**config.mk**
```make
export PLATFORM = sky130hd
export DESIGN_NAME = adaptive_replacement_cache_unit_flat
export DESIGN_NICKNAME = d
export VERILOG_FILES = /design/src/hdl/arcu_pkg.sv /design/src/hdl/arcu_if.sv /design/src/hdl/arcu_ram.sv /design/src/hdl/arcu_div.sv /design/src/hdl/adaptive_replacement_cache_unit.sv /design/src/flat_wrapper.sv
export VERILOG_INCLUDE_DIRS = /design/src /design/src/hdl
export SDC_FILE = /design/constraint.sdc
export NUM_CORES = 2
export LEC_CHECK = 0
export ABC_CLOCK_PERIOD_IN_PS = 14000
export BUFFER_PORTS_ARGS = -buffer_cell sky130_fd_sc_hd__buf_2
export CAP_MARGIN = 10
export CORE_MARGIN = 2
export CORE_UTILIZATION = 35
export CTS_BUF_LIST = sky130_fd_sc_hd__clkbuf_4 sky130_fd_sc_hd__clkbuf_8 sky130_fd_sc_hd__clkbuf_16
export DETAILED_ROUTE_END_ITERATION = 8
export SKIP_CTS_REPAIR_TIMING = 1
export SYNTH_ARGS = -nofsm -noshare
export SYNTH_HDL_FRONTEND = slang
export SYNTH_SLANG_ARGS = --single-unit
export TNS_END_PERCENT = 5
```
**constraint.sdc**
```tcl
create_clock -name i_clk -period 14 [get_ports i_clk]
set_clock_uncertainty 0.05 [all_clocks]
set_input_delay 2.1 -clock i_clk [delete_from_list [all_inputs] [get_ports i_clk]]
set_output_delay 2.1 -clock i_clk [all_outputs]
set_load 0.01 [all_outputs]
```
**src/hdl/adaptive_replacement_cache_unit_macros.svh**
```systemverilog
// Assertion macros shared by the cache unit.
`ifndef ADAPTIVE_REPLACEMENT_CACHE_UNIT_MACROS_SVH
`define ADAPTIVE_REPLACEMENT_CACHE_UNIT_MACROS_SVH

// Check an implication at every clock edge outside reset.
`define ARCU_CHK_IMP(lbl, ante, cons) \
    lbl: assert property (@(posedge i_clk) disable iff (!i_rst_n) (ante) |-> (cons)) \
        else $error("cache unit check failed");

// Check a condition that must always hold outside reset.
`define ARCU_CHK_ALW(lbl, cons) `ARCU_CHK_IMP(lbl, 1'b1, cons)

`endif

```
**src/hdl/arcu_pkg.sv**
```systemverilog
// Package: list codes and register map of the cache unit.
package arcu_pkg;

    // Recency lists a slot can belong to
    typedef enum logic [1:0] {
        L_T1 = 2'd0,
        L_T2 = 2'd1,
        L_B1 = 2'd2,
        L_B2 = 2'd3
    } t_list;

    // Register indexes
    localparam logic REG_CAPACITY = 1'b0;

    // Bits of the capacity field in a write
    localparam int CAP_FIELD_BITS = 5;

endpackage

```
**src/hdl/arcu_if.sv**
```systemverilog
// Request and response channel interfaces of the cache unit.
interface arcu_req_if #(
    parameter int KEY_BITS  = 32,
    parameter int DATA_BITS = 32
) ();
    logic                 valid;
    logic                 ready;
    logic                 kind;
    logic [KEY_BITS-1:0]  key;
    logic [DATA_BITS-1:0] write_value;

    modport source (output valid, kind, key, write_value, input ready);
    modport sink   (input valid, kind, key, write_value, output ready);
endinterface

interface arcu_rsp_if #(
    parameter int KEY_BITS  = 32,
    parameter int DATA_BITS = 32
) ();
    logic                 valid;
    logic                 ready;
    logic                 hit;
    logic [DATA_BITS-1:0] read_value;
    logic                 evicted_valid;
    logic [KEY_BITS-1:0]  victim_key;

    modport source (output valid, hit, read_value, evicted_valid, victim_key, input ready);
    modport sink   (input valid, hit, read_value, evicted_valid, victim_key, output ready);
endinterface

```
**src/hdl/arcu_ram.sv**
```systemverilog
// Generic simple dual-port RAM with registered read.
module arcu_ram #(
    parameter int WIDTH = 8,
    parameter int DEPTH = 16
) (
    input  logic                     i_clk,
    input  logic                     i_we,
    input  logic [$clog2(DEPTH)-1:0] i_waddr,
    input  logic [WIDTH-1:0]         i_wdata,
    input  logic [$clog2(DEPTH)-1:0] i_raddr,
    output logic [WIDTH-1:0]         o_rdata
);
    logic [WIDTH-1:0] r_mem [DEPTH];
    logic [WIDTH-1:0] r_rdata;

    always_ff @(posedge i_clk) begin
        if (i_we) begin
            r_mem[i_waddr] <= i_wdata;
        end
        r_rdata <= r_mem[i_raddr];
    end

    assign o_rdata = r_rdata;
endmodule

```
**src/hdl/arcu_div.sv**
```systemverilog
// Restoring divider, one quotient bit per cycle.
module arcu_div #(
    parameter int W = 5
) (
    input  logic         i_clk,
    input  logic         i_rst_n,
    input  logic         i_start,
    input  logic [W-1:0] i_dividend,
    input  logic [W-1:0] i_divisor,
    output logic         o_done,
    output logic [W-1:0] o_quot
);
    localparam int CNW = $clog2(W + 1);

    logic           r_busy, n_busy;
    logic           r_done, n_done;
    logic [CNW-1:0] r_cnt, n_cnt;
    logic [W-1:0]   r_a, n_a;
    logic [W-1:0]   r_r, n_r;
    logic [W-1:0]   r_b, n_b;
    logic [W:0]     shifted;
    logic [W:0]     diff;
    logic           ge;
    logic [W:0]     qtmp;

    // One shift and trial subtract per cycle
    always_comb begin
        shifted = {r_r, r_a[W-1]};
        ge      = shifted >= {1'b0, r_b};
        diff    = shifted - {1'b0, r_b};
        qtmp    = {r_a, ge};
        n_busy  = r_busy;
        n_done  = 1'b0;
        n_cnt   = r_cnt;
        n_a     = r_a;
        n_r     = r_r;
        n_b     = r_b;
        if (i_start) begin
            n_busy = 1'b1;
            n_cnt  = '0;
            n_a    = i_dividend;
            n_r    = '0;
            n_b    = i_divisor;
        end else if (r_busy) begin
            n_a   = qtmp[W-1:0];
            n_r   = ge ? diff[W-1:0] : shifted[W-1:0];
            n_cnt = r_cnt + 1'b1;
            if (r_cnt == CNW'(W - 1)) begin
                n_busy = 1'b0;
                n_done = 1'b1;
            end
        end
    end

    always_ff @(posedge i_clk) begin
        if (!i_rst_n) begin
            r_busy <= 1'b0;
            r_done <= 1'b0;
            r_cnt  <= '0;
        end else begin
            r_busy <= n_busy;
            r_done <= n_done;
            r_cnt  <= n_cnt;
        end
    end

    always_ff @(posedge i_clk) begin
        r_a <= n_a;
        r_r <= n_r;
        r_b <= n_b;
    end

    assign o_done = r_done;
    assign o_quot = r_a;
endmodule

```
**src/hdl/adaptive_replacement_cache_unit.sv**
```systemverilog
// Top level: adaptive replacement cache with a slot-sweeping sequencer.
//
//   channel   direction  transfer rule           contents
//   i_req     in         valid && ready          kind, key, write_value
//   o_rsp     out        valid && ready          hit, read_value, evicted_valid, victim_key
//   apb cfg   in         psel penable pwrite     capacity at address 0
//
// Every request sweeps all 3*MAX_CAPACITY slots of the slot RAM once;
// further sweeps follow for each unlink: a hit takes two sweeps, a ghost hit a divide
// and up to three more sweeps, a new key up to two more sweeps. The single RAM read
// port serves every sweep. Reset is synchronous; valid bits clear at once, so no sweep
// follows reset. i_req.ready is high only when idle; a result waits in the output
// register while the next item is taken, and a finished item stalls until it drains.
module adaptive_replacement_cache_unit
    import arcu_pkg::*;
#(
    parameter int MAX_CAPACITY = 16,
    parameter int KEY_BITS     = 32,
    parameter int DATA_BITS    = 32
) (
    input  logic        i_clk,
    input  logic        i_rst_n,
    arcu_req_if.sink    i_req,
    arcu_rsp_if.source  o_rsp,
    input  logic        psel,
    input  logic        penable,
    input  logic        pwrite,
    input  logic [2:0]  paddr,
    input  logic [31:0] pwdata,
    output logic [31:0] prdata,
    output logic        pready
);
    `include "adaptive_replacement_cache_unit_macros.svh"

    localparam int NSLOT = 3 * MAX_CAPACITY;
    localparam int SW    = $clog2(NSLOT);
    localparam int IW    = $clog2(NSLOT + 1);
    localparam int CW    = $clog2(MAX_CAPACITY + 1);
    localparam int WW    = 2 + CW + KEY_BITS + DATA_BITS;

    typedef enum logic [5:0] {
        S_IDLE   = 6'b000001,
        S_PASS   = 6'b000010,
        S_DIV    = 6'b000100,
        S_DECIDE = 6'b001000,
        S_APPEND = 6'b010000,
        S_DONE   = 6'b100000
    } t_state;

    typedef enum logic [2:0] {
        PH_SCAN  = 3'd0,
        PH_HIT   = 3'd1,
        PH_GHOST = 3'd2,
        PH_DROP  = 3'd3,
        PH_MOVE  = 3'd4
    } t_phase;

    // Control state
    t_state               r_state, n_state;
    t_phase               r_phase, n_phase;
    logic [IW-1:0]        r_idx, n_idx;
    logic                 r_rd_vld, n_rd_vld;
    logic [SW-1:0]        r_rd_idx, n_rd_idx;
    logic [NSLOT-1:0]     r_valid, n_valid;
    logic [3:0][CW-1:0]   r_cnt, n_cnt;
    logic [CW-1:0]        r_p, n_p;
    logic [CW-1:0]        r_cap, n_cap;
    logic                 r_rsp_vld, n_rsp_vld;
    logic                 r_div_go, n_div_go;
    logic [3:0]           r_lru_ok, n_lru_ok;
    logic                 r_free_ok, n_free_ok;
    logic                 r_s_ok, n_s_ok;

    // Item and sweep payload
    logic                 r_kind, n_kind;
    logic [KEY_BITS-1:0]  r_key, n_key;
    logic [DATA_BITS-1:0] r_wdata, n_wdata;
    t_list                r_c_list, n_c_list;
    logic [CW-1:0]        r_c_rank, n_c_rank;
    logic [SW-1:0]        r_c_tgt, n_c_tgt;
    logic                 r_c_tgt_en, n_c_tgt_en;
    logic                 r_c_mv, n_c_mv;
    t_list                r_c_mv_list, n_c_mv_list;
    logic [CW-1:0]        r_c_mv_rank, n_c_mv_rank;
    logic                 r_c_wd_en, n_c_wd_en;
    logic [3:0][SW-1:0]   r_lru, n_lru;
    logic [SW-1:0]        r_free, n_free;
    logic [SW-1:0]        r_s_idx, n_s_idx;
    t_list                r_s_list, n_s_list;
    logic [CW-1:0]        r_s_rank, n_s_rank;
    logic [DATA_BITS-1:0] r_s_data, n_s_data;
    logic                 r_ghost, n_ghost;
    logic                 r_in_b2, n_in_b2;
    t_list                r_dem, n_dem;
    logic                 r_o_hit, n_o_hit;
    logic [DATA_BITS-1:0] r_o_rdv, n_o_rdv;
    logic                 r_o_ev, n_o_ev;
    logic [KEY_BITS-1:0]  r_o_evkey, n_o_evkey;
    logic                 r_rsp_hit, n_rsp_hit;
    logic [DATA_BITS-1:0] r_rsp_rdv, n_rsp_rdv;
    logic                 r_rsp_ev, n_rsp_ev;
    logic [KEY_BITS-1:0]  r_rsp_evkey, n_rsp_evkey;

    // RAM port and sweep element signals
    logic                 ram_we;
    logic [SW-1:0]        ram_waddr;
    logic [WW-1:0]        ram_wdata;
    logic [WW-1:0]        ram_rdata;
    t_list                pre_list;
    logic [CW-1:0]        pre_rank;
    logic [KEY_BITS-1:0]  pre_key;
    logic [DATA_BITS-1:0] pre_data;
    logic                 pre_valid;
    logic                 is_tgt, is_dec;
    logic                 post_valid;
    t_list                post_list;
    logic [CW-1:0]        post_rank;
    logic [DATA_BITS-1:0] post_data;

    // Decision helpers
    logic                 div_done;
    logic [CW-1:0]        div_quot;
    logic [CW-1:0]        div_a, div_b;
    logic [CW-1:0]        d_step;
    logic [CW:0]          p_sum;
    logic                 cfg_we;
    logic [CAP_FIELD_BITS-1:0] cfg_v;
    logic [CW:0]          res_sum;
    t_list                dem_l, dem_g, from_l;
    logic                 dem_req, dem_none;
    logic                 mv_go;
    t_list                app_list;

    arcu_ram #(.WIDTH(WW), .DEPTH(NSLOT)) u_slots (
        .i_clk   (i_clk),
        .i_we    (ram_we),
        .i_waddr (ram_waddr),
        .i_wdata (ram_wdata),
        .i_raddr (r_idx[SW-1:0]),
        .o_rdata (ram_rdata)
    );

    assign div_a = r_in_b2 ? r_cnt[L_B1] : r_cnt[L_B2];
    assign div_b = r_in_b2 ? r_cnt[L_B2] : r_cnt[L_B1];

    arcu_div #(.W(CW)) u_div (
        .i_clk      (i_clk),
        .i_rst_n    (i_rst_n),
        .i_start    (r_div_go),
        .i_dividend (div_a),
        .i_divisor  (div_b),
        .o_done     (div_done),
        .o_quot     (div_quot)
    );

    // Decode the slot word under the sweep and work out its new contents
    always_comb begin
        pre_data  = ram_rdata[DATA_BITS-1:0];
        pre_key   = ram_rdata[DATA_BITS +: KEY_BITS];
        pre_rank  = ram_rdata[DATA_BITS + KEY_BITS +: CW];
        pre_list  = t_list'(ram_rdata[WW-1 -: 2]);
        pre_valid = r_valid[r_rd_idx];
        is_tgt    = r_c_tgt_en && (r_rd_idx == r_c_tgt);
        is_dec    = pre_valid && (pre_list == r_c_list) && (pre_rank > r_c_rank);
        post_valid = pre_valid;
        post_list  = pre_list;
        post_rank  = pre_rank;
        post_data  = pre_data;
        if (is_tgt) begin
            post_valid = r_c_mv;
            if (r_c_mv) begin
                post_list = r_c_mv_list;
                post_rank = r_c_mv_rank;
                if (r_c_wd_en) begin
                    post_data = r_wdata;
                end
            end
        end else if (is_dec) begin
            post_rank = pre_rank - 1'b1;
        end
    end

    // Capacity register write with clamping
    assign cfg_we = psel && penable && pwrite && (paddr[2] == REG_CAPACITY);
    assign cfg_v  = pwdata[CAP_FIELD_BITS-1:0];
    assign pready = 1'b1;
    assign prdata = (paddr[2] == REG_CAPACITY) ? 32'(r_cap) : 32'd0;

    assign d_step  = (div_b == '0 || div_quot == '0) ? CW'(1) : div_quot;
    assign p_sum   = {1'b0, r_p} + {1'b0, d_step};
    assign res_sum = {1'b0, r_cnt[L_T1]} + {1'b0, r_cnt[L_T2]};

    // Sequencer
    always_comb begin
        n_state     = r_state;
        n_phase     = r_phase;
        n_idx       = r_idx;
        n_rd_vld    = 1'b0;
        n_rd_idx    = r_rd_idx;
        n_valid     = r_valid;
        n_cnt       = r_cnt;
        n_p         = r_p;
        n_cap       = r_cap;
        n_rsp_vld   = r_rsp_vld;
        n_div_go    = 1'b0;
        n_lru_ok    = r_lru_ok;
        n_free_ok   = r_free_ok;
        n_s_ok      = r_s_ok;
        n_kind      = r_kind;
        n_key       = r_key;
        n_wdata     = r_wdata;
        n_c_list    = r_c_list;
        n_c_rank    = r_c_rank;
        n_c_tgt     = r_c_tgt;
        n_c_tgt_en  = r_c_tgt_en;
        n_c_mv      = r_c_mv;
        n_c_mv_list = r_c_mv_list;
        n_c_mv_rank = r_c_mv_rank;
        n_c_wd_en   = r_c_wd_en;
        n_lru       = r_lru;
        n_free      = r_free;
        n_s_idx     = r_s_idx;
        n_s_list    = r_s_list;
        n_s_rank    = r_s_rank;
        n_s_data    = r_s_data;
        n_ghost     = r_ghost;
        n_in_b2     = r_in_b2;
        n_dem       = r_dem;
        n_o_hit     = r_o_hit;
        n_o_rdv     = r_o_rdv;
        n_o_ev      = r_o_ev;
        n_o_evkey   = r_o_evkey;
        n_rsp_hit   = r_rsp_hit;
        n_rsp_rdv   = r_rsp_rdv;
        n_rsp_ev    = r_rsp_ev;
        n_rsp_evkey = r_rsp_evkey;
        ram_we      = 1'b0;
        ram_waddr   = r_rd_idx;
        ram_wdata   = {post_list, post_rank, pre_key, post_data};
        dem_l       = L_T1;
        dem_req     = 1'b0;
        dem_none    = 1'b0;
        from_l      = L_T1;
        mv_go       = 1'b0;
        dem_g       = L_B1;
        app_list    = L_T1;

        // Drain the output register
        if (r_rsp_vld && o_rsp.ready) begin
            n_rsp_vld = 1'b0;
        end

        if (cfg_we) begin
            if (cfg_v == '0) begin
                n_cap = CW'(1);
            end else if (int'(cfg_v) > MAX_CAPACITY) begin
                n_cap = CW'(MAX_CAPACITY);
            end else begin
                n_cap = CW'(cfg_v);
            end
        end

        case (r_state)
            S_IDLE: begin
                if (i_req.valid) begin
                    n_kind     = i_req.kind;
                    n_key      = i_req.key;
                    n_wdata    = i_req.write_value;
                    n_o_hit    = 1'b0;
                    n_o_rdv    = '0;
                    n_o_ev     = 1'b0;
                    n_o_evkey  = '0;
                    n_s_ok     = 1'b0;
                    n_c_list   = L_T1;
                    n_c_rank   = '1;
                    n_c_tgt_en = 1'b0;
                    n_phase    = PH_SCAN;
                    n_idx      = '0;
                    n_lru_ok   = '0;
                    n_free_ok  = 1'b0;
                    n_state    = S_PASS;
                end
            end
            S_PASS: begin
                // Issue the next slot read
                if (r_idx != IW'(NSLOT)) begin
                    n_idx    = r_idx + 1'b1;
                    n_rd_vld = 1'b1;
                    n_rd_idx = r_idx[SW-1:0];
                end else if (!r_rd_vld) begin
                    n_state = S_DECIDE;
                end
                // Update the slot read last cycle and track list ends
                if (r_rd_vld) begin
                    ram_we             = is_tgt || is_dec;
                    n_valid[r_rd_idx]  = post_valid;
                    if (post_valid && post_rank == '0) begin
                        n_lru[post_list]    = r_rd_idx;
                        n_lru_ok[post_list] = 1'b1;
                    end
                    if (!post_valid && !n_free_ok) begin
                        n_free    = r_rd_idx;
                        n_free_ok = 1'b1;
                    end
                    if (r_phase == PH_SCAN && pre_valid && pre_key == r_key && !r_s_ok) begin
                        n_s_ok   = 1'b1;
                        n_s_idx  = r_rd_idx;
                        n_s_list = pre_list;
                        n_s_rank = pre_rank;
                        n_s_data = pre_data;
                    end
                    if (is_tgt && r_phase == PH_MOVE) begin
                        n_o_evkey = pre_key;
                    end
                end
            end
            S_DIV: begin
                if (div_done) begin
                    // Adapt the target, then unlink the key from its ghost list
                    if (!r_in_b2) begin
                        n_p = (p_sum > {1'b0, r_cap}) ? r_cap : p_sum[CW-1:0];
                    end else begin
                        n_p = (r_p > d_step) ? (r_p - d_step) : '0;
                    end
                    if (r_cnt[r_s_list] != '0) begin
                        n_cnt[r_s_list] = r_cnt[r_s_list] - 1'b1;
                    end
                    n_c_list   = r_s_list;
                    n_c_rank   = r_s_rank;
                    n_c_tgt    = r_s_idx;
                    n_c_tgt_en = 1'b1;
                    n_c_mv     = 1'b0;
                    n_phase    = PH_GHOST;
                    n_idx      = '0;
                    n_lru_ok   = '0;
                    n_free_ok  = 1'b0;
                    n_state    = S_PASS;
                end
            end
            S_DECIDE: begin
                case (r_phase)
                    PH_SCAN: begin
                        if (r_s_ok && (r_s_list == L_T1 || r_s_list == L_T2)) begin
                            // Resident hit: move the key to the MRU end of T2
                            n_o_hit = 1'b1;
                            n_o_rdv = r_kind ? '0 : r_s_data;
                            if (r_cnt[r_s_list] != '0) begin
                                n_cnt[r_s_list] = r_cnt[r_s_list] - 1'b1;
                            end
                            n_c_mv_rank    = n_cnt[L_T2];
                            n_cnt[L_T2]    = n_cnt[L_T2] + 1'b1;
                            n_c_list       = r_s_list;
                            n_c_rank       = r_s_rank;
                            n_c_tgt        = r_s_idx;
                            n_c_tgt_en     = 1'b1;
                            n_c_mv         = 1'b1;
                            n_c_mv_list    = L_T2;
                            n_c_wd_en      = r_kind;
                            n_phase        = PH_HIT;
                            n_idx          = '0;
                            n_lru_ok       = '0;
                            n_free_ok      = 1'b0;
                            n_state        = S_PASS;
                        end else if (!r_kind) begin
                            n_state = S_DONE;
                        end else if (r_s_ok) begin
                            n_ghost  = 1'b1;
                            n_in_b2  = (r_s_list == L_B2);
                            n_div_go = 1'b1;
                            n_state  = S_DIV;
                        end else begin
                            n_ghost = 1'b0;
                            if (res_sum >= {1'b0, r_cap}) begin
                                from_l = (r_cnt[L_T1] > r_p) ? L_T1 : L_T2;
                                if (r_cnt[from_l] == '0) begin
                                    from_l = (from_l == L_T1) ? L_T2 : L_T1;
                                end
                                dem_l   = from_l;
                                dem_req = 1'b1;
                            end else begin
                                n_state = S_APPEND;
                            end
                        end
                    end
                    PH_GHOST: begin
                        // Pick the resident list that gives up its LRU entry
                        if (r_cnt[L_T1] != '0 && (r_cnt[L_T1] > r_p
                                || (r_in_b2 && r_cnt[L_T1] == r_p))) begin
                            dem_l = L_T1;
                        end else if (r_cnt[L_T2] != '0) begin
                            dem_l = L_T2;
                        end else if (r_cnt[L_T1] != '0) begin
                            dem_l = L_T1;
                        end else begin
                            dem_none = 1'b1;
                        end
                        if (dem_none) begin
                            n_state = S_APPEND;
                        end else begin
                            dem_req = 1'b1;
                        end
                    end
                    PH_DROP: begin
                        mv_go = 1'b1;
                    end
                    PH_MOVE: begin
                        n_state = S_APPEND;
                    end
                    PH_HIT: begin
                        n_state = S_DONE;
                    end
                    default: begin
                        n_state = S_DONE;
                    end
                endcase

                // Start a demotion: drop the ghost LRU first if that list is full
                if (dem_req) begin
                    n_dem = dem_l;
                    dem_g = t_list'({1'b1, dem_l[0]});
                    if (!r_lru_ok[dem_l]) begin
                        n_state = S_APPEND;
                    end else if (r_cnt[dem_g] >= r_cap && r_lru_ok[dem_g]) begin
                        if (r_cnt[dem_g] != '0) begin
                            n_cnt[dem_g] = r_cnt[dem_g] - 1'b1;
                        end
                        n_c_list   = dem_g;
                        n_c_rank   = '0;
                        n_c_tgt    = r_lru[dem_g];
                        n_c_tgt_en = 1'b1;
                        n_c_mv     = 1'b0;
                        n_phase    = PH_DROP;
                        n_idx      = '0;
                        n_lru_ok   = '0;
                        n_free_ok  = 1'b0;
                        n_state    = S_PASS;
                    end else begin
                        mv_go = 1'b1;
                    end
                end

                // Move the resident LRU entry into its ghost list
                if (mv_go) begin
                    dem_l = dem_req ? dem_l : r_dem;
                    dem_g = t_list'({1'b1, dem_l[0]});
                    n_c_mv_rank = n_cnt[dem_g];
                    n_cnt[dem_g] = n_cnt[dem_g] + 1'b1;
                    if (r_cnt[dem_l] != '0) begin
                        n_cnt[dem_l] = r_cnt[dem_l] - 1'b1;
                    end
                    n_o_ev      = 1'b1;
                    n_c_list    = dem_l;
                    n_c_rank    = '0;
                    n_c_tgt     = r_lru[dem_l];
                    n_c_tgt_en  = 1'b1;
                    n_c_mv      = 1'b1;
                    n_c_mv_list = dem_g;
                    n_c_wd_en   = 1'b0;
                    n_phase     = PH_MOVE;
                    n_idx       = '0;
                    n_lru_ok    = '0;
                    n_free_ok   = 1'b0;
                    n_state     = S_PASS;
                end
            end
            S_APPEND: begin
                // Place the key at the MRU end of T2 (ghost) or T1 (new)
                app_list  = r_ghost ? L_T2 : L_T1;
                ram_waddr = r_ghost ? r_s_idx : r_free;
                ram_wdata = {app_list, r_cnt[app_list], r_key, r_wdata};
                if (r_ghost || r_free_ok) begin
                    ram_we              = 1'b1;
                    n_valid[ram_waddr]  = 1'b1;
                    n_cnt[app_list]     = r_cnt[app_list] + 1'b1;
                end
                n_state = S_DONE;
            end
            S_DONE: begin
                // Hand the result over once the output register is free
                if (!r_rsp_vld || o_rsp.ready) begin
                    n_rsp_vld   = 1'b1;
                    n_rsp_hit   = r_o_hit;
                    n_rsp_rdv   = r_o_rdv;
                    n_rsp_ev    = r_o_ev;
                    n_rsp_evkey = r_o_ev ? r_o_evkey : '0;
                    n_state     = S_IDLE;
                end
            end
            default: begin
                n_state = S_IDLE;
            end
        endcase
    end

    always_ff @(posedge i_clk) begin
        if (!i_rst_n) begin
            r_state   <= S_IDLE;
            r_phase   <= PH_SCAN;
            r_idx     <= '0;
            r_rd_vld  <= 1'b0;
            r_valid   <= '0;
            r_cnt     <= '0;
            r_p       <= '0;
            r_cap     <= CW'(MAX_CAPACITY);
            r_rsp_vld <= 1'b0;
            r_div_go  <= 1'b0;
            r_lru_ok  <= '0;
            r_free_ok <= 1'b0;
            r_s_ok    <= 1'b0;
        end else begin
            r_state   <= n_state;
            r_phase   <= n_phase;
            r_idx     <= n_idx;
            r_rd_vld  <= n_rd_vld;
            r_valid   <= n_valid;
            r_cnt     <= n_cnt;
            r_p       <= n_p;
            r_cap     <= n_cap;
            r_rsp_vld <= n_rsp_vld;
            r_div_go  <= n_div_go;
            r_lru_ok  <= n_lru_ok;
            r_free_ok <= n_free_ok;
            r_s_ok    <= n_s_ok;
        end
    end

    always_ff @(posedge i_clk) begin
        r_rd_idx    <= n_rd_idx;
        r_kind      <= n_kind;
        r_key       <= n_key;
        r_wdata     <= n_wdata;
        r_c_list    <= n_c_list;
        r_c_rank    <= n_c_rank;
        r_c_tgt     <= n_c_tgt;
        r_c_tgt_en  <= n_c_tgt_en;
        r_c_mv      <= n_c_mv;
        r_c_mv_list <= n_c_mv_list;
        r_c_mv_rank <= n_c_mv_rank;
        r_c_wd_en   <= n_c_wd_en;
        r_lru       <= n_lru;
        r_free      <= n_free;
        r_s_idx     <= n_s_idx;
        r_s_list    <= n_s_list;
        r_s_rank    <= n_s_rank;
        r_s_data    <= n_s_data;
        r_ghost     <= n_ghost;
        r_in_b2     <= n_in_b2;
        r_dem       <= n_dem;
        r_o_hit     <= n_o_hit;
        r_o_rdv     <= n_o_rdv;
        r_o_ev      <= n_o_ev;
        r_o_evkey   <= n_o_evkey;
        r_rsp_hit   <= n_rsp_hit;
        r_rsp_rdv   <= n_rsp_rdv;
        r_rsp_ev    <= n_rsp_ev;
        r_rsp_evkey <= n_rsp_evkey;
    end

    assign i_req.ready         = (r_state == S_IDLE);
    assign o_rsp.valid         = r_rsp_vld;
    assign o_rsp.hit           = r_rsp_hit;
    assign o_rsp.read_value    = r_rsp_rdv;
    assign o_rsp.evicted_valid = r_rsp_ev;
    assign o_rsp.victim_key    = r_rsp_evkey;

    // Resident lists never hold more than the largest capacity
    `ARCU_CHK_ALW(a_res_bound, res_sum <= (CW + 1)'(MAX_CAPACITY))
    // A result never reports both a hit and a demotion
    `ARCU_CHK_IMP(a_hit_no_evict, o_rsp.valid && o_rsp.evicted_valid, !o_rsp.hit)
    // The sweep is never running while new items are taken
    `ARCU_CHK_IMP(a_ready_no_sweep, i_req.ready, !r_rd_vld && !r_div_go)
endmodule

```
**src/flat_wrapper.sv**
```systemverilog
// flat-port wrapper written by rule: the top's interface ports become plain ports
module adaptive_replacement_cache_unit_flat import arcu_pkg::*;
#(
    parameter int MAX_CAPACITY = 16,
    parameter int KEY_BITS     = 32,
    parameter int DATA_BITS    = 32
)
  (i_clk, i_rst_n, psel, penable, pwrite, paddr, pwdata, prdata, pready, i_req_valid, i_req_kind, i_req_key, i_req_write_value, i_req_ready, o_rsp_valid, o_rsp_hit, o_rsp_read_value, o_rsp_evicted_valid, o_rsp_victim_key, o_rsp_ready);
  arcu_req_if #(.KEY_BITS(KEY_BITS), .DATA_BITS(DATA_BITS)) i_req_i ();
  arcu_rsp_if #(.KEY_BITS(KEY_BITS), .DATA_BITS(DATA_BITS)) o_rsp_i ();
  input  logic i_clk;
  input  logic i_rst_n;
  input  logic psel;
  input  logic penable;
  input  logic pwrite;
  input  logic [2:0] paddr;
  input  logic [31:0] pwdata;
  output logic [31:0] prdata;
  output logic pready;
  input wire logic [$bits(i_req_i.valid)-1:0] i_req_valid;
  input wire logic [$bits(i_req_i.kind)-1:0] i_req_kind;
  input wire logic [$bits(i_req_i.key)-1:0] i_req_key;
  input wire logic [$bits(i_req_i.write_value)-1:0] i_req_write_value;
  output wire logic [$bits(i_req_i.ready)-1:0] i_req_ready;
  output wire logic [$bits(o_rsp_i.valid)-1:0] o_rsp_valid;
  output wire logic [$bits(o_rsp_i.hit)-1:0] o_rsp_hit;
  output wire logic [$bits(o_rsp_i.read_value)-1:0] o_rsp_read_value;
  output wire logic [$bits(o_rsp_i.evicted_valid)-1:0] o_rsp_evicted_valid;
  output wire logic [$bits(o_rsp_i.victim_key)-1:0] o_rsp_victim_key;
  input wire logic [$bits(o_rsp_i.ready)-1:0] o_rsp_ready;
  assign i_req_i.valid = i_req_valid;
  assign i_req_i.kind = i_req_kind;
  assign i_req_i.key = i_req_key;
  assign i_req_i.write_value = i_req_write_value;
  assign i_req_ready = i_req_i.ready;
  assign o_rsp_valid = o_rsp_i.valid;
  assign o_rsp_hit = o_rsp_i.hit;
  assign o_rsp_read_value = o_rsp_i.read_value;
  assign o_rsp_evicted_valid = o_rsp_i.evicted_valid;
  assign o_rsp_victim_key = o_rsp_i.victim_key;
  assign o_rsp_i.ready = o_rsp_ready;
  adaptive_replacement_cache_unit #(.MAX_CAPACITY(MAX_CAPACITY), .KEY_BITS(KEY_BITS), .DATA_BITS(DATA_BITS)) u_core (.i_clk(i_clk), .i_rst_n(i_rst_n), .i_req(i_req_i), .o_rsp(o_rsp_i), .psel(psel), .penable(penable), .pwrite(pwrite), .paddr(paddr), .pwdata(pwdata), .prdata(prdata), .pready(pready));
endmodule
```
==> impl_metrics.toml <==
[timing]
tightest_slew_ps = 1280
post-route-min-period_ps = 7520
report.final.setup_viol = 0
drv_slew = 0
setup_tns_ps = 0
setup_ws_ps = 6480
rsz0062_at_grt = "false"
max_freq_ghz = 0.133
fin_crit_sh_pct = 53.7
hold_violations = 0
slew_headroom_pct = 14.9

[synthesis]
syn_area_mm2 = 0.153
synthAdderAreaFrac_pct = 0.517
ys_seq_elements = 3906
synth-edff-count = 3723
synth_top_family_by_area = "multiplexers"
yosysSeqAreaShare_pct = 75.3
synth_cell_types = 103
synth_xor_area_share_pct = 0.400
synth_compound_area_share_pct = 2.93
synth-simple-area-share_pct = 2.63
synthTopCellsByArea = "edfxtp_1 (73%), mux4_2 (16%), dfxtp_1 (2.4%)"
synth.avg_cell_area_um2 = 21.0
ys.flop_type = "edfxtp_1"
synth-async-reset-ratio_pct = 0
synth_warnings = 0
synthMuxAreaShare_pct = 16.9
netlist.area_leader.share_pct = 72.9
synth_cells = 7311
yosysTopAreaCell = "edfxtp_1"

[die]
start_util_pct = 35.1
die_y_um = 666
die_area_mm2 = 0.444
core-area_mm2 = 0.437
die_w_um = 666
ios = 208
rows = 243

[clock_tree]
path_clk_slew_ps = 60
cts.path.max_buffers = 4
cts_made_buffers = 388
htreeDepth = 5
tritoncts = "built"
clkLatencyLatePin_ps = 970
cts_num_sinks = 3906
cts-root-buf = "clkbuf_16"

[grt]
grt_pass1_wl_um = 582000
grt_pass1_vias = 77300
antenna_found_initial = 10
grtUsageTotal_pct = 18.2
grt_overflow = 0
grt_max_degree = 146

[routing]
via_per_inst = 5.58
num_vias = 76600
drt_wl_total_um = 414000
drtPass1Iterations = 6
drc = 0
detail-route-antenna-nets = 0
drt_iter0_drc = 9577
wire_per_inst_um = 30.2

[layout]
drive_gt1_share_pct = 28.2
final_common_cell = "edfxtp_1"
mostFrequentLayoutCells = "edfxtp_1 (3723), mux4_2 (1073), clkbuf_16 (392), nand2_1 (299), o21ai_0 (189)"
fin_nets = 7806
utilization_pct = 39.9
area.growth.synth_to_final_pct = 13.8
fill_cells = 38200
post-route-cell-area_mm2 = 0.175

[placed_design]
port_buffers = 150
preCtsSetupSlack_ps = 6680
gp_congestion = 0.831
placed_cell_area_mm2 = 0.162
hpwl_um = 212000

[power]
powerDensity_mw_per_mm2 = 143
p_leak_nw = 53.0
ir_drop_uv = 104

[hold_path]
hold_class = "reg -> reg"

[flow_run]
drv_cap = 0

[critical_path]
critPathLaunchType = "flop"
worstPathRequired_ps = 14770
criticalPathCategory = "reg -> reg"
cp-end-kind = "flop"
critPathArrivalTime_ps = 8290
crit_fanout = 15

[status]
status = "finished clean"
[power by group]
group / leakage (nW) / total [mW] / internal, mW / switching [mW]
sequential: 35.0 / 13.2 / 13.1 / 0.120
combinational: 11.5 / 1.38 / 0.563 / 0.821
clock: 6.38 / 10.4 / 5.99 / 4.44
[sequential cells by signal, summed over array words and instances (netlist names), 32 cells and up]
| signal | cells |
|---|---|
| u_core.u_slots.r_mem | 3408 |
| u_core.u_slots.o_rdata | 71 |
| u_core.r_valid | 48 |
| u_core.o_rsp.read_value | 32 |
| u_core.o_rsp.victim_key | 32 |
| u_core.r_key | 32 |
| u_core.r_o_evkey | 32 |
| u_core.r_o_rdv | 32 |
| u_core.r_s_data | 32 |
| u_core.r_wdata | 32 |
[through the flow]
stage                     power, mW  cells  hold WS, ps
final                          25.0  13700          368
after global routing           25.7  13700          377
after CTS                      25.2  13700          367
after detailed placement       14.8  13000          355
after global placement         14.8  13000          358
after floorplan                14.3   7337          350
[final timing paths]
kind	from	end	slack [ps]	cells after the start
min	u_core.r_o_rdv[17]$_SDFFCE_PP0P_	u_core.o_rsp.read_value[17]$_DFFE_PP_	370	0
min reg2reg	u_core.r_o_rdv[17]$_SDFFCE_PP0P_	u_core.o_rsp.read_value[17]$_DFFE_PP_	370	0
max	u_core.r_cnt[1]$_SDFFE_PN0P_	u_core.r_cnt[19]$_SDFFE_PN0P_	6480	26
max reg2reg	u_core.r_cnt[1]$_SDFFE_PN0P_	u_core.r_cnt[19]$_SDFFE_PN0P_	6480	26
[metal layers]
metal	global-route usage, %	vias to the layer above	routed length, um
li1	-	31100	-
met1	24.3	41500	165000
met2	31.3	3340	209000
met3	2.40	628	28400
met4	5.06	0	11700
met5	0	-	0
[area by class of cell]
cell class / count / area [um2] / area share (%)
antenna: 2 / 5.00 / 0.00287
clock buffer: 501 / 10700 / 6.12
tap: 5757 / 7200 / 4.12
multi-input combinational: 2926 / 36500 / 20.9
clock inverter: 212 / 2080 / 1.19
sequential: 3906 / 115000 / 66.1
timing repair buffer: 346 / 2410 / 1.38
inverter: 70 / 272 / 0.155
[cell usage after synthesis (all sizes together), types with 15 or more instances]
cell type / instances
nand3: 34
o22a: 50
a21oi: 182
o211ai: 15
nand4: 17
nor3: 41
nand2b: 21
edfxtp: 3723
xnor2: 27
a31oi: 17
mux4: 1073
xor2: 43
clkbuf: 299
o21ai: 200
mux2: 46
dfxtp: 183
and2: 74
nor2: 197
a311oi: 51
mux2i: 126
inv: 69
and3: 42
a221oi: 16
nand2: 317
nor2b: 31
buf: 136
ha: 57
[cells by family after synthesis]
kind of cell / after synthesis
compound gates: 679
xor+xnor: 70
fa+ha+maj: 61
buf+inv: 505
flops: 3906
mux: 1245
other cells: 2
simple gates: 843
[critical path: stages, from the launching register on]
cell and delay, ps:
dfxtp_1 710, ha_1 340, a21oi_1 180, nor2b_1 70
nor2_1 140, xnor2_1 100, ha_1 300, o211ai_1 80
o21a_1 220, o21ai_0 610, o2111ai_2 420, nand2_1 680
mux2i_1 240, ha_1 320, nand2b_1 100, a211oi_1 70
o21bai_1 170, a21o_1 300, o2111ai_2 490, nor2_1 500
o32ai_1 180, a21oi_1 220, ha_1 230, inv_1 90
a2111o_1 320, a31oi_1 190, a21oi_1 90
(Power assumes the default switching activity.)
